[config.mk]
export PLATFORM = sky130hd
export DESIGN_NAME = countdown_timer_bank
export DESIGN_NICKNAME = d
export VERILOG_FILES = /design/src/rtl/ctb_pkg.sv /design/src/rtl/countdown_timer_bank.sv
export VERILOG_INCLUDE_DIRS = /design/src /design/src/rtl
export SDC_FILE = /design/constraint.sdc
export NUM_CORES = 1
export LEC_CHECK = 0
export BUFFER_PORTS_ARGS = -buffer_cell sky130_fd_sc_hd__buf_2
export CAP_MARGIN = 20
export CORE_MARGIN = 1
export CORE_UTILIZATION = 40
export CTS_CLUSTER_SIZE = 10
export DETAILED_ROUTE_END_ITERATION = 12
export GPL_ROUTABILITY_DRIVEN = 0
export PLACE_DENSITY = 0.6
export SYNTH_ARGS = -nofsm -noshare
export SYNTH_HDL_FRONTEND = slang
export SYNTH_SLANG_ARGS = --single-unit
export TNS_END_PERCENT = 5
[constraint.sdc]
create_clock -name i_clk -period 7.95 [get_ports i_clk]
set_input_delay 0.795 -clock i_clk [delete_from_list [all_inputs] [get_ports i_clk]]
set_output_delay 0.795 -clock i_clk [all_outputs]
set_load 0.005 [all_outputs]
[src/rtl/countdown_timer_bank_defines.svh]
// ----------------------------------------------------------------------------
// Countdown timer bank assertion macros
// Shared property wrappers for the timer bank checks, clocked on i_clk and
// disabled while i_rst_n is low.
// ----------------------------------------------------------------------------
`ifndef COUNTDOWN_TIMER_BANK_DEFINES_SVH
`define COUNTDOWN_TIMER_BANK_DEFINES_SVH

// Consequent holds in the same cycle as the antecedent.
`define CTB_ASSERT_SAME(label, ante, cons, msg) \
    label: assert property (@(posedge i_clk) disable iff (!i_rst_n) \
        (ante) |-> (cons)) else $error(msg);

// Consequent holds in the cycle after the antecedent.
`define CTB_ASSERT_NEXT(label, ante, cons, msg) \
    label: assert property (@(posedge i_clk) disable iff (!i_rst_n) \
        (ante) |=> (cons)) else $error(msg);

`endif

[src/rtl/ctb_pkg.sv]
// ----------------------------------------------------------------------------
// Countdown timer bank package
// Request and result beat types, request and result codes, and defaults.
// ----------------------------------------------------------------------------
package ctb_pkg;

    localparam int unsigned TIMER_COUNT_DEF = 16;
    localparam int unsigned MAX_SLOTS       = 16;
    localparam logic [15:0] TICK_STEP_RST   = 16'd100;

    localparam logic [2:0] REQ_ALLOC  = 3'd0;
    localparam logic [2:0] REQ_START  = 3'd1;
    localparam logic [2:0] REQ_PAUSE  = 3'd2;
    localparam logic [2:0] REQ_RESUME = 3'd3;
    localparam logic [2:0] REQ_TICK   = 3'd4;
    localparam logic [2:0] REQ_QUERY  = 3'd5;

    localparam logic [2:0] KIND_ALLOCATED = 3'd0;
    localparam logic [2:0] KIND_FULL      = 3'd1;
    localparam logic [2:0] KIND_ACK       = 3'd2;
    localparam logic [2:0] KIND_REMAINING = 3'd3;
    localparam logic [2:0] KIND_EXPIRED   = 3'd4;
    localparam logic [2:0] KIND_TICK_DONE = 3'd5;
    localparam logic [2:0] KIND_BAD_INDEX = 3'd6;

    typedef struct packed {
        logic [2:0]  req_type;
        logic [3:0]  timer_index;
        logic [31:0] timeout;
        logic        periodic;
        logic        has_handler;
    } t_req;

    typedef struct packed {
        logic [2:0]  result_kind;
        logic [3:0]  slot_index;
        logic [31:0] remaining_time;
        logic        handler_flag;
        logic        last;
    } t_result;

endpackage

[src/rtl/countdown_timer_bank.sv]
// ----------------------------------------------------------------------------
// Countdown timer bank
// Up to sixteen countdown slots with allocate, start, pause, resume, query
// and tick requests, driven by one shared subtract-and-compare unit.
// ----------------------------------------------------------------------------
// A request is taken when start is high and busy is low. Allocate, start,
// pause, resume and query finish at once: their single result beat appears
// on the cycle after the request and busy stays low, so these can be issued
// every cycle. A tick walks the allocated slots one per cycle through the
// single 32-bit saturating subtractor, so busy stays high for the sweep and
// the done state; each expiry beat leaves in slot order as its slot is
// visited and a done beat closes the tick. Result beats are shown for exactly
// one cycle with o_strobe and cannot be held off by the receiver. The user must
// load tick_step via i_cfg_we / i_cfg_wdata only while idle (not enforced).
// ----------------------------------------------------------------------------
`include "countdown_timer_bank_defines.svh"

module countdown_timer_bank
    import ctb_pkg::*;
#(
    parameter int unsigned TIMER_COUNT = TIMER_COUNT_DEF
) (
    input  logic        i_clk,
    input  logic        i_rst_n,
    input  logic        start,
    output logic        busy,
    input  t_req        i_req,
    input  logic        i_cfg_we,
    input  logic [15:0] i_cfg_wdata,
    output logic        o_strobe,
    output t_result     o_result
);

    localparam int unsigned BANK = (TIMER_COUNT < MAX_SLOTS) ? TIMER_COUNT : MAX_SLOTS;
    localparam int unsigned IW   = (BANK > 1) ? $clog2(BANK) : 1;
    localparam int unsigned CW   = $clog2(BANK + 1);
    localparam int unsigned XW   = (CW > 4) ? CW : 4;

    localparam logic [1:0] S_IDLE = 2'd0;
    localparam logic [1:0] S_TICK = 2'd1;
    localparam logic [1:0] S_DONE = 2'd2;

    logic [1:0]    r_state, n_state;
    logic [CW-1:0] r_slots_used, n_slots_used;
    logic [IW-1:0] r_slot, n_slot;
    logic [15:0]   r_step;
    logic          r_strobe, n_strobe;
    t_result       r_result, n_result;

    logic [31:0] r_time_left  [BANK];
    logic [31:0] r_reload     [BANK];
    logic        r_periodic   [BANK];
    logic        r_paused     [BANK];
    logic        r_running    [BANK];
    logic        r_handler    [BANK];

    logic          accept;
    logic          full;
    logic          idx_ok;
    logic [IW-1:0] idx_t;
    logic [IW-1:0] alloc_slot;
    logic [IW-1:0] rd_addr;
    logic [31:0]   rd_tl;
    logic [31:0]   tick_sub;
    logic          active;
    logic          expire;
    logic          last_slot;

    assign busy     = (r_state != S_IDLE) || !i_rst_n;
    assign accept   = start && !busy;
    assign o_strobe = r_strobe;
    assign o_result = r_result;

    assign full       = (r_slots_used == CW'(BANK));
    assign alloc_slot = r_slots_used[IW-1:0];
    assign idx_t      = i_req.timer_index[IW-1:0];
    assign idx_ok     = XW'(i_req.timer_index) < XW'(r_slots_used);
    assign last_slot  = (CW'(r_slot) + CW'(1)) == r_slots_used;

    // One read port: the tick walker owns it while sweeping, queries otherwise.
    assign rd_addr  = (r_state == S_TICK) ? r_slot : idx_t;
    assign rd_tl    = r_time_left[rd_addr];
    assign tick_sub = (rd_tl > 32'(r_step)) ? (rd_tl - 32'(r_step)) : 32'd0;
    assign active   = r_running[rd_addr] && !r_paused[rd_addr];
    assign expire   = active && (tick_sub == 32'd0);

    always_comb begin
        n_state      = r_state;
        n_slot       = r_slot;
        n_slots_used = r_slots_used;
        n_strobe     = 1'b0;
        n_result     = '0;
        unique case (r_state)
            S_IDLE: begin
                if (accept) begin
                    unique case (i_req.req_type) inside
                        REQ_ALLOC: begin
                            n_strobe             = 1'b1;
                            n_result.last        = 1'b1;
                            if (full) begin
                                n_result.result_kind = KIND_FULL;
                            end else begin
                                n_result.result_kind = KIND_ALLOCATED;
                                n_result.slot_index  = 4'(r_slots_used);
                                n_slots_used         = r_slots_used + CW'(1);
                            end
                        end
                        REQ_TICK: begin
                            n_slot = '0;
                            if (r_slots_used == '0) begin
                                n_strobe             = 1'b1;
                                n_result.result_kind = KIND_TICK_DONE;
                                n_result.last        = 1'b1;
                            end else begin
                                n_state = S_TICK;
                            end
                        end
                        REQ_START, REQ_PAUSE, REQ_RESUME, REQ_QUERY: begin
                            n_strobe            = 1'b1;
                            n_result.last       = 1'b1;
                            n_result.slot_index = i_req.timer_index;
                            if (!idx_ok) begin
                                n_result.result_kind = KIND_BAD_INDEX;
                            end else if (i_req.req_type == REQ_QUERY) begin
                                n_result.result_kind    = KIND_REMAINING;
                                n_result.remaining_time = rd_tl;
                            end else begin
                                n_result.result_kind = KIND_ACK;
                            end
                        end
                        default: begin
                        end
                    endcase
                end
            end
            S_TICK: begin
                if (expire) begin
                    n_strobe              = 1'b1;
                    n_result.result_kind  = KIND_EXPIRED;
                    n_result.slot_index   = 4'(r_slot);
                    n_result.handler_flag = r_handler[r_slot];
                end
                if (last_slot) begin
                    n_state = S_DONE;
                end else begin
                    n_slot = r_slot + IW'(1);
                end
            end
            S_DONE: begin
                n_strobe             = 1'b1;
                n_result.result_kind = KIND_TICK_DONE;
                n_result.last        = 1'b1;
                n_state              = S_IDLE;
            end
            default: begin
                n_state = S_IDLE;
            end
        endcase
    end

    always_ff @(posedge i_clk) begin
        if (!i_rst_n) begin
            r_state      <= S_IDLE;
            r_slot       <= '0;
            r_slots_used <= '0;
            r_step       <= TICK_STEP_RST;
            r_strobe     <= 1'b0;
        end else begin
            r_state      <= n_state;
            r_slot       <= n_slot;
            r_slots_used <= n_slots_used;
            r_strobe     <= n_strobe;
            if (i_cfg_we) begin
                r_step <= i_cfg_wdata;
            end
        end
    end

    always_ff @(posedge i_clk) begin
        r_result <= n_result;
    end

    // Slot storage: one write per cycle, chosen by the request or the walker.
    always_ff @(posedge i_clk) begin
        if (accept && (i_req.req_type == REQ_ALLOC) && !full) begin
            r_time_left[alloc_slot] <= 32'd0;
            r_reload[alloc_slot]    <= 32'd0;
            r_periodic[alloc_slot]  <= 1'b0;
            r_paused[alloc_slot]    <= 1'b0;
            r_running[alloc_slot]   <= 1'b0;
            r_handler[alloc_slot]   <= 1'b0;
        end
        if (accept && idx_ok && (i_req.req_type == REQ_START)) begin
            r_time_left[idx_t] <= i_req.timeout;
            r_reload[idx_t]    <= i_req.timeout;
            r_periodic[idx_t]  <= i_req.periodic;
            r_paused[idx_t]    <= 1'b0;
            r_running[idx_t]   <= 1'b1;
            r_handler[idx_t]   <= i_req.has_handler;
        end
        if (accept && idx_ok && (i_req.req_type == REQ_PAUSE) && r_running[idx_t]) begin
            r_paused[idx_t] <= 1'b1;
        end
        if (accept && idx_ok && (i_req.req_type == REQ_RESUME) && r_running[idx_t]) begin
            r_paused[idx_t] <= 1'b0;
        end
        if ((r_state == S_TICK) && active) begin
            if (expire) begin
                r_time_left[r_slot] <= r_periodic[r_slot] ? r_reload[r_slot] : 32'd0;
                r_running[r_slot]   <= r_periodic[r_slot];
            end else begin
                r_time_left[r_slot] <= tick_sub;
            end
        end
    end

    `CTB_ASSERT_SAME(a_mid_beat_is_expiry, o_strobe && !o_result.last,
        o_result.result_kind == KIND_EXPIRED, "non-final beat is not an expiry")
    `CTB_ASSERT_SAME(a_count_in_bank, 1'b1, r_slots_used <= CW'(BANK),
        "allocated slot count exceeds bank size")
    `CTB_ASSERT_NEXT(a_tick_progress, start && !busy && (i_req.req_type == REQ_TICK),
        busy || (o_strobe && (o_result.result_kind == KIND_TICK_DONE)),
        "tick neither sweeping nor done")
    `CTB_ASSERT_NEXT(a_command_answers, start && !busy &&
        ((i_req.req_type == REQ_ALLOC) || (i_req.req_type == REQ_START) ||
         (i_req.req_type == REQ_PAUSE) || (i_req.req_type == REQ_RESUME) ||
         (i_req.req_type == REQ_QUERY)),
        o_strobe && o_result.last, "command gave no final beat")

endmodule
==> results.py, run 1 <==
metrics = {
    "timing": {
        "tightestPinTransition_ps": 1104,
        "hold_viol_final": 0,
        "fin_skew_ps": 31.12,
        "period_needed_ps": 7450,
        "slew_viol_final": 0,
        "holdWs_ps": 294.6,
        "slew_headroom": 0.2623,
        "rsz0062_at_grt": "false",
        "setup_ws_ps": 499.9,
        "fmax_ghz": 0.1342,
        "min_period_over_period": 0.9371,
        "setup_violations": 0,
        "tns_ps": 0,
    },
    "pwr": {
        "switchingPower_mw": 2.613,
        "p_int_mw": 9.945,
        "p_total_mw": 12.56,
        "power.share.clock": 0.439,
        "switching_share": 0.2081,
        "seqPwrFrac": 0.526,
        "pwr_density_cell_mw_per_mm2": 230.9,
        "p_leak_nw": 19.66,
        "ir_worst_vdd_v": 0.0001858,
        "combPwrFrac": 0.035,
    },
    "logic_synthesis": {
        "synth-simple-area-share": 0.05225,
        "synth_compound_area_frac": 0.05201,
        "synthesis.area_mm2": 0.04739,
        "synth_cells": 2665,
        "syn_avg_cell_area_um2": 17.78,
        "synth.ff_latch_count": 1161,
        "synth.yosys.seq_area_share": 0.7202,
        "async_flop_share": 0,
        "synthMuxAreaShare": 0.1427,
        "synth_adder_area_share": 0.006231,
        "netlist_top_cells_area": "edfxtp_1 69%, mux4_2 12%, dfxtp_1 3.1%, mux2i_1 1.6%, nand2_1 1.1%",
        "synth_top_area_frac": 0.6894,
        "synth_cell_types": 86,
        "yosysTopAreaCell": "edfxtp_1",
        "yosys_warnings": 0,
        "synth_nets": 2749,
        "synth_common_cells": "1088 x edfxtp_1, 245 x mux4_2, 145 x nand2_1",
        "synth-xor-area-share": 0.005175,
        "synth_most_common_cell": "edfxtp_1",
        "synth-edff-count": 1088,
        "synth_ff_type": "edfxtp_1",
        "synth_top_family_by_area": "multiplexers",
    },
    "route": {
        "via_count": 26240,
        "wire_per_inst_um": 28.69,
        "antenna_left": 0,
        "first_iter_violations": 3192,
        "route.detailed.drc": 0,
        "via_per_inst": 5.858,
        "dr.pass1.iters": 6,
        "wirelength_um": 128500,
    },
    "global_route": {
        "gr-usage-met3": 0.03303,
        "grt_pass1_wl_um": 185700,
        "antenna_found_initial": 3,
        "grtUsageMet2": 0.3539,
        "grt_util_all_layers": 0.2145,
        "grt_max_degree": 61,
        "grt_pass1_vias": 26700,
        "grt.busiest_layer": "met2",
        "gr-total-overflow": 0,
        "met1_usage": 0.2940,
    },
    "clock_tree": {
        "hold_buffers": 0,
        "cts_root_buf": "clkbuf_16",
        "clk_latency_ps": 740,
        "cts_tree": "yes",
        "cts_resized": 0,
        "cts_made_buffers": 136,
        "clk_pin_slew_worst_paths_ps": 60,
        "clock_sink_count": 1161,
        "postCtsSetupBuffers": 0,
        "h-tree-depth": 4,
        "clock_path_buffers": 3,
    },
    "worst_setup_path": {
        "critPathLaunch": "r_state[1]",
        "path_max_fanout": 53,
        "critPathKind": "flop to flop",
        "start_kind": "flop",
        "regToRegSetupSlack_ps": 500,
        "critPathArrivalTime_ps": 7850,
        "slowest_delay_ps": 780,
        "crit_path_cell_trace": "nand2b_2 -> mux2_4 -> mux4_2 -> nand2_1 -> and3_1 -> a31oi_1 -> ha_1 -> a21oi_1 -> nor2_1 -> a211oi_1 -> nand2_1 -> a31oi_1 -> nand4_1 -> nor4_2 -> xnor2_1 -> nor4_4 -> a41oi_2 -> o32ai_1",
        "critPathCaptureType": "flop",
        "cp.required_ps": 8350,
        "reg2reg_depth": 18,
        "cpMaxStageDelayCell": "mux2_4",
        "timing.rr.end": "r_running[8]",
        "r2r-start": "r_state[1]",
    },
    "finish": {
        "seq_area_mm2": 0.03414,
        "syn_to_final_growth_pct": 14.75,
        "finalNetCount": 2967,
        "fin_area_mm2": 0.05438,
        "multiInputGateArea_mm2": 0.01257,
        "drive_gt1_frac": 0.2495,
        "final_util": 0.4655,
        "nFillCells": 9656,
        "fin_cells": 4479,
    },
    "place": {
        "dpl_worst_slack_ps": 620.1,
        "placed_cells": 4268,
        "place_area_mm2": 0.05053,
        "dp_hpwl_um": 77880,
        "io_buffers": 103,
    },
    "worst_hold_path": {
        "whs_path_depth": 3,
        "hold_class": "input pin to flop",
        "hold_path_end": "r_step[5]",
        "holdCritStartpoint": "i_cfg_wdata[5]",
    },
    "floorplanning": {
        "fp.coreArea_mm2": 0.1168,
        "start_util": 0.4057,
        "die_h_um": 346.2,
        "rows": 125,
        "dieWidth_um": 346.2,
        "io_pins": 104,
        "die-area_mm2": 0.1199,
    },
    "run": {
        "drv_cap": 0,
    },
    "status": {
        "status": "finished, final reports clean",
    },
}
critical path: cells and delay by family (launching register included):
| kind | cells | cell delay [ps] |
|---|---|---|
| adders and majority gates | 1 | 420 |
| DFF | 1 | 530 |
| AOI/OAI and AO/OA | 6 | 2790 |
| xor gates and xnor gates | 1 | 190 |
| and+or+nand+nor | 8 | 1860 |
| muxes | 2 | 1150 |
registers in the layout, indices dropped and copies added, names as in the netlist, named ones only:
name          count
r_running        16
r_step           16
o_strobe          1
r_time_left     512
r_handler        16
r_reload        512
r_periodic       16
r_state           2
o_result         41
r_slots_used      5
r_slot            4
r_paused         16
metal layers:
metal	vias to the layer above	part of all wire
li1	11090	-
met5	-	0.00017
met4	4	0.024
met1	13770	0.41
met3	206	0.075
met2	1171	0.49
power by group through the flow:
stage | Combinational (mW) | Sequential (mW) | Clock (mW)
2_1_floorplan | 0.267 | 6.73 | 0
6_report | 0.443 | 6.61 | 5.51
4_1_cts | 0.436 | 6.60 | 5.60
5_1_grt | 0.468 | 6.60 | 5.81
3_5_place_dp | 0.434 | 6.73 | 0
3_3_place_gp | 0.429 | 6.73 | 0
logic make-up (layout without fill, tap and decap cells):
family,Yosys count,in the layout
fa+ha+maj,23,23
buf+inv,247,536
mux,364,364
other cells,0,1
xor+xnor,28,28
simple gates,506,506
compound gates,336,336
flops,1161,1161
how the worst max path moves through the flow:
stage	end	slack, ps
after floorplan	r_time_left[0][22]	870
after global placement	r_time_left[3][31]	870
after detailed placement	r_running[8]	620
after CTS	r_running[8]	610
after global routing	r_running[8]	130
final	r_running[8]	500
cell type report:
cell class | instances | area share
antenna | 1 | 0.00004602
multi-input combinational | 1257 | 0.2312
sequential | 1161 | 0.6278
clock inverter | 14 | 0.002554
timing repair buffer | 231 | 0.02890
clock buffer | 195 | 0.06780
tap | 1524 | 0.03506
inverter | 96 | 0.006626
cells in the final DEF (no fill, tap or decap), types with 8 or more instances in the layout:
cell type / count
a2111oi_0: 10
a211oi_1: 44
a21o_1: 12
a21oi_1: 56
a221oi_1: 15
a31oi_1: 29
and2_1: 59
and3_1: 28
buf_2: 103
buf_4: 121
clkbuf_1: 55
clkbuf_16: 138
dfxtp_1: 69
edfxtp_1: 1088
ha_1: 22
inv_1: 95
mux2_1: 11
mux2_2: 31
mux2i_1: 73
mux4_2: 245
nand2_1: 145
nand2b_1: 9
nand3_1: 25
nand3b_1: 12
nand4_1: 8
nor2_1: 105
nor2_4: 32
nor2b_1: 19
nor3_1: 25
nor3b_1: 8
nor4_1: 10
o21ai_0: 13
o21ai_1: 37
o22ai_1: 11
o32a_1: 8
o32ai_1: 18
xnor2_1: 17
xor2_1: 11
Note: power is estimated with default switching activity, not from simulation.
==> run 2: changes to the inputs <==
--- a/config.mk
+++ b/config.mk
@@ -13,7 +13,7 @@
 export CTS_CLUSTER_SIZE = 10
 export DETAILED_ROUTE_END_ITERATION = 12
 export GPL_ROUTABILITY_DRIVEN = 0
-export PLACE_DENSITY = 0.6
+export PLACE_DENSITY = 0.62
 export SYNTH_ARGS = -nofsm -noshare
 export SYNTH_HDL_FRONTEND = slang
 export SYNTH_SLANG_ARGS = --single-unit
==> constraint.sdc (replaced) <==
create_clock -name i_clk -period 6.5 [get_ports i_clk]
set_input_delay 0.65 -clock i_clk [delete_from_list [all_inputs] [get_ports i_clk]]
set_output_delay 0.65 -clock i_clk [all_outputs]
set_load 0.005 [all_outputs]
==> run 2 against run 1 <==
First-iteration DRC count fell by 3.3%. Combinational power rose by 26%. Largest cell class unchanged. Sequential share of layout area down 0.42 points. Power grew 22%. Register-to-register slack worse by 200 ps. Flip-flop and latch count is the same. Sequential power grew 22%. Die area unchanged. Core utilization increased by 0.32 points. Critical endpoint is now r_running[4].
==> results.py, run 2 (synthesis gave the netlist of run 1 again) <==
metrics = {
    "global_route": {
        "antenna_found_initial": 9,
        "grt_pass1_wl_um": 186200,
        "grt_max_degree": 93,
        "grt_util_all_layers": 0.2136,
        "gr-total-overflow": 0,
        "grt_pass1_vias": 27160,
    },
    "place": {
        "dp_hpwl_um": 77340,
        "place_area_mm2": 0.05087,
        "placed_cells": 4295,
        "dpl_worst_slack_ps": 12.32,
        "io_buffers": 103,
    },
    "route": {
        "wire_per_inst_um": 28.36,
        "wirelength_um": 127600,
        "via_count": 26510,
        "antenna_left": 0,
        "route.detailed.drc": 0,
        "first_iter_violations": 3087,
        "via_per_inst": 5.891,
        "dr.pass1.iters": 7,
    },
    "finish": {
        "fin_area_mm2": 0.05475,
        "seq_area_mm2": 0.03414,
        "multiInputGateArea_mm2": 0.01259,
        "nFillCells": 9626,
        "final_util": 0.4686,
        "syn_to_final_growth_pct": 15.53,
        "fin_cells": 4501,
        "drive_gt1_frac": 0.2579,
        "finalNetCount": 2994,
        "final_cell_mix": "1088 x edfxtp_1, 245 x mux4_2, 145 x nand2_1",
        "layout_commonest_cell": "edfxtp_1",
    },
    "pwr": {
        "p_leak_nw": 19.84,
        "pwr_density_cell_mw_per_mm2": 280.8,
        "ir_worst_vdd_v": 0.0001794,
        "p_total_mw": 15.37,
    },
    "floorplanning": {
        "die-area_mm2": 0.1199,
        "dieWidth_um": 346.2,
        "start_util": 0.4057,
        "rows": 125,
        "fp.coreArea_mm2": 0.1168,
        "io_pins": 104,
        "die_h_um": 346.2,
    },
    "clock_tree": {
        "cts_tree": "yes",
        "h-tree-depth": 4,
        "clock_path_buffers": 3,
        "clk_pin_slew_worst_paths_ps": 50,
        "cts_root_buf": "clkbuf_16",
        "clock_sink_count": 1161,
        "cts_made_buffers": 135,
        "clk_latency_ps": 730,
    },
    "timing": {
        "holdWs_ps": 141.6,
        "tns_ps": 0,
        "fin_skew_ps": 31.70,
        "fmax_ghz": 0.1612,
        "slew_viol_final": 0,
        "period_needed_ps": 6203,
        "setup_ws_ps": 297.3,
        "tightestPinTransition_ps": 1065,
        "min_period_over_period": 0.9543,
        "slew_headroom": 0.2868,
        "hold_viol_final": 0,
        "rsz0062_at_grt": "false",
        "setup_violations": 0,
    },
    "worst_hold_path": {
        "holdCritStartpoint": "i_cfg_wdata[5]",
        "hold_path_end": "r_step[5]",
        "hold_class": "input pin to flop",
        "whs_path_depth": 3,
    },
    "status": {
        "status": "finished, final reports clean",
    },
    "worst_setup_path": {
        "slowest_delay_ps": 460,
        "crit_path_cell_trace": "nand2b_2 -> mux2_4 -> buf_12 -> mux4_2 -> nand2_1 -> and3_1 -> a31oi_1 -> ha_1 -> nand2_1 -> o21ai_0 -> a221o_1 -> o21ai_0 -> o221a_2 -> buf_4 -> nand4_1 -> nor4_1 -> xnor2_1 -> nor4_4 -> a41oi_2 -> buf_4 -> o32ai_1",
        "regToRegSetupSlack_ps": 300,
        "cp.required_ps": 6900,
        "critPathCaptureType": "flop",
        "critPathKind": "flop to flop",
        "path_max_fanout": 31,
        "start_kind": "flop",
        "critPathArrivalTime_ps": 6600,
        "cpMaxStageDelayCell": "mux2_4",
        "timing.rr.end": "r_running[4]",
        "reg2reg_depth": 21,
        "r2r-start": "r_state[1]",
    },
    "run": {
        "drv_cap": 0,
    },
}
run 2: critical path, delay by kind of cell (launching register included):
family          cells  cell delay, ps
fa+ha+maj           1             380
xor+xnor            1             250
compound gates      7            2010
simple gates        7            1390
flops               1             400
mux                 2             710
buf+inv             3             670
run 2: repair_timing:
action,4_1_cts,5_1_grt
buffers inserted,0,2
resized for setup,1,5
hold buffers,0,0
endpoints found under the setup margin,1,541
pin swaps,0,1
run 2: worst max-delay path by stage:
stage,start,endpoint,cells past startpoint
after detailed placement,r_state[0],r_running[5],21
after CTS,r_state[0],r_running[5],23
after global placement,i_req[34],r_running[6],23
after floorplan,i_req[34],r_time_left[0][22],24
after global routing,r_state[1],r_running[4],23
final,r_state[1],r_running[4],21
run 2: cell type report:
| cell class | count | share of cell area |
|---|---|---|
| repair buffers | 259 | 0.03528 |
| multi-input cells | 1257 | 0.2299 |
| inverters | 96 | 0.006582 |
| clock buffers | 189 | 0.06735 |
| well taps | 1524 | 0.03483 |
| flip-flops and latches | 1161 | 0.6236 |
| clock inverters | 12 | 0.002285 |
| diodes | 3 | 0.0001371 |
run 2: layer usage:
metal  up-vias  share of wire  GRT usage
met5         -        0.00049          0
met4        10          0.028    0.06794
li1      11170              -          -
met1     13960           0.40     0.2809
met3       237          0.071    0.03932
met2      1131           0.50     0.3587
run 2: power breakdown:
part | total [mW] | switching, mW | internal (mW)
Combinational | 0.560 | 0.358 | 0.202
Sequential | 8.08 | 0.00547 | 8.07
Clock | 6.73 | 2.82 | 3.91
Total | 15.4 | 3.19 | 12.2
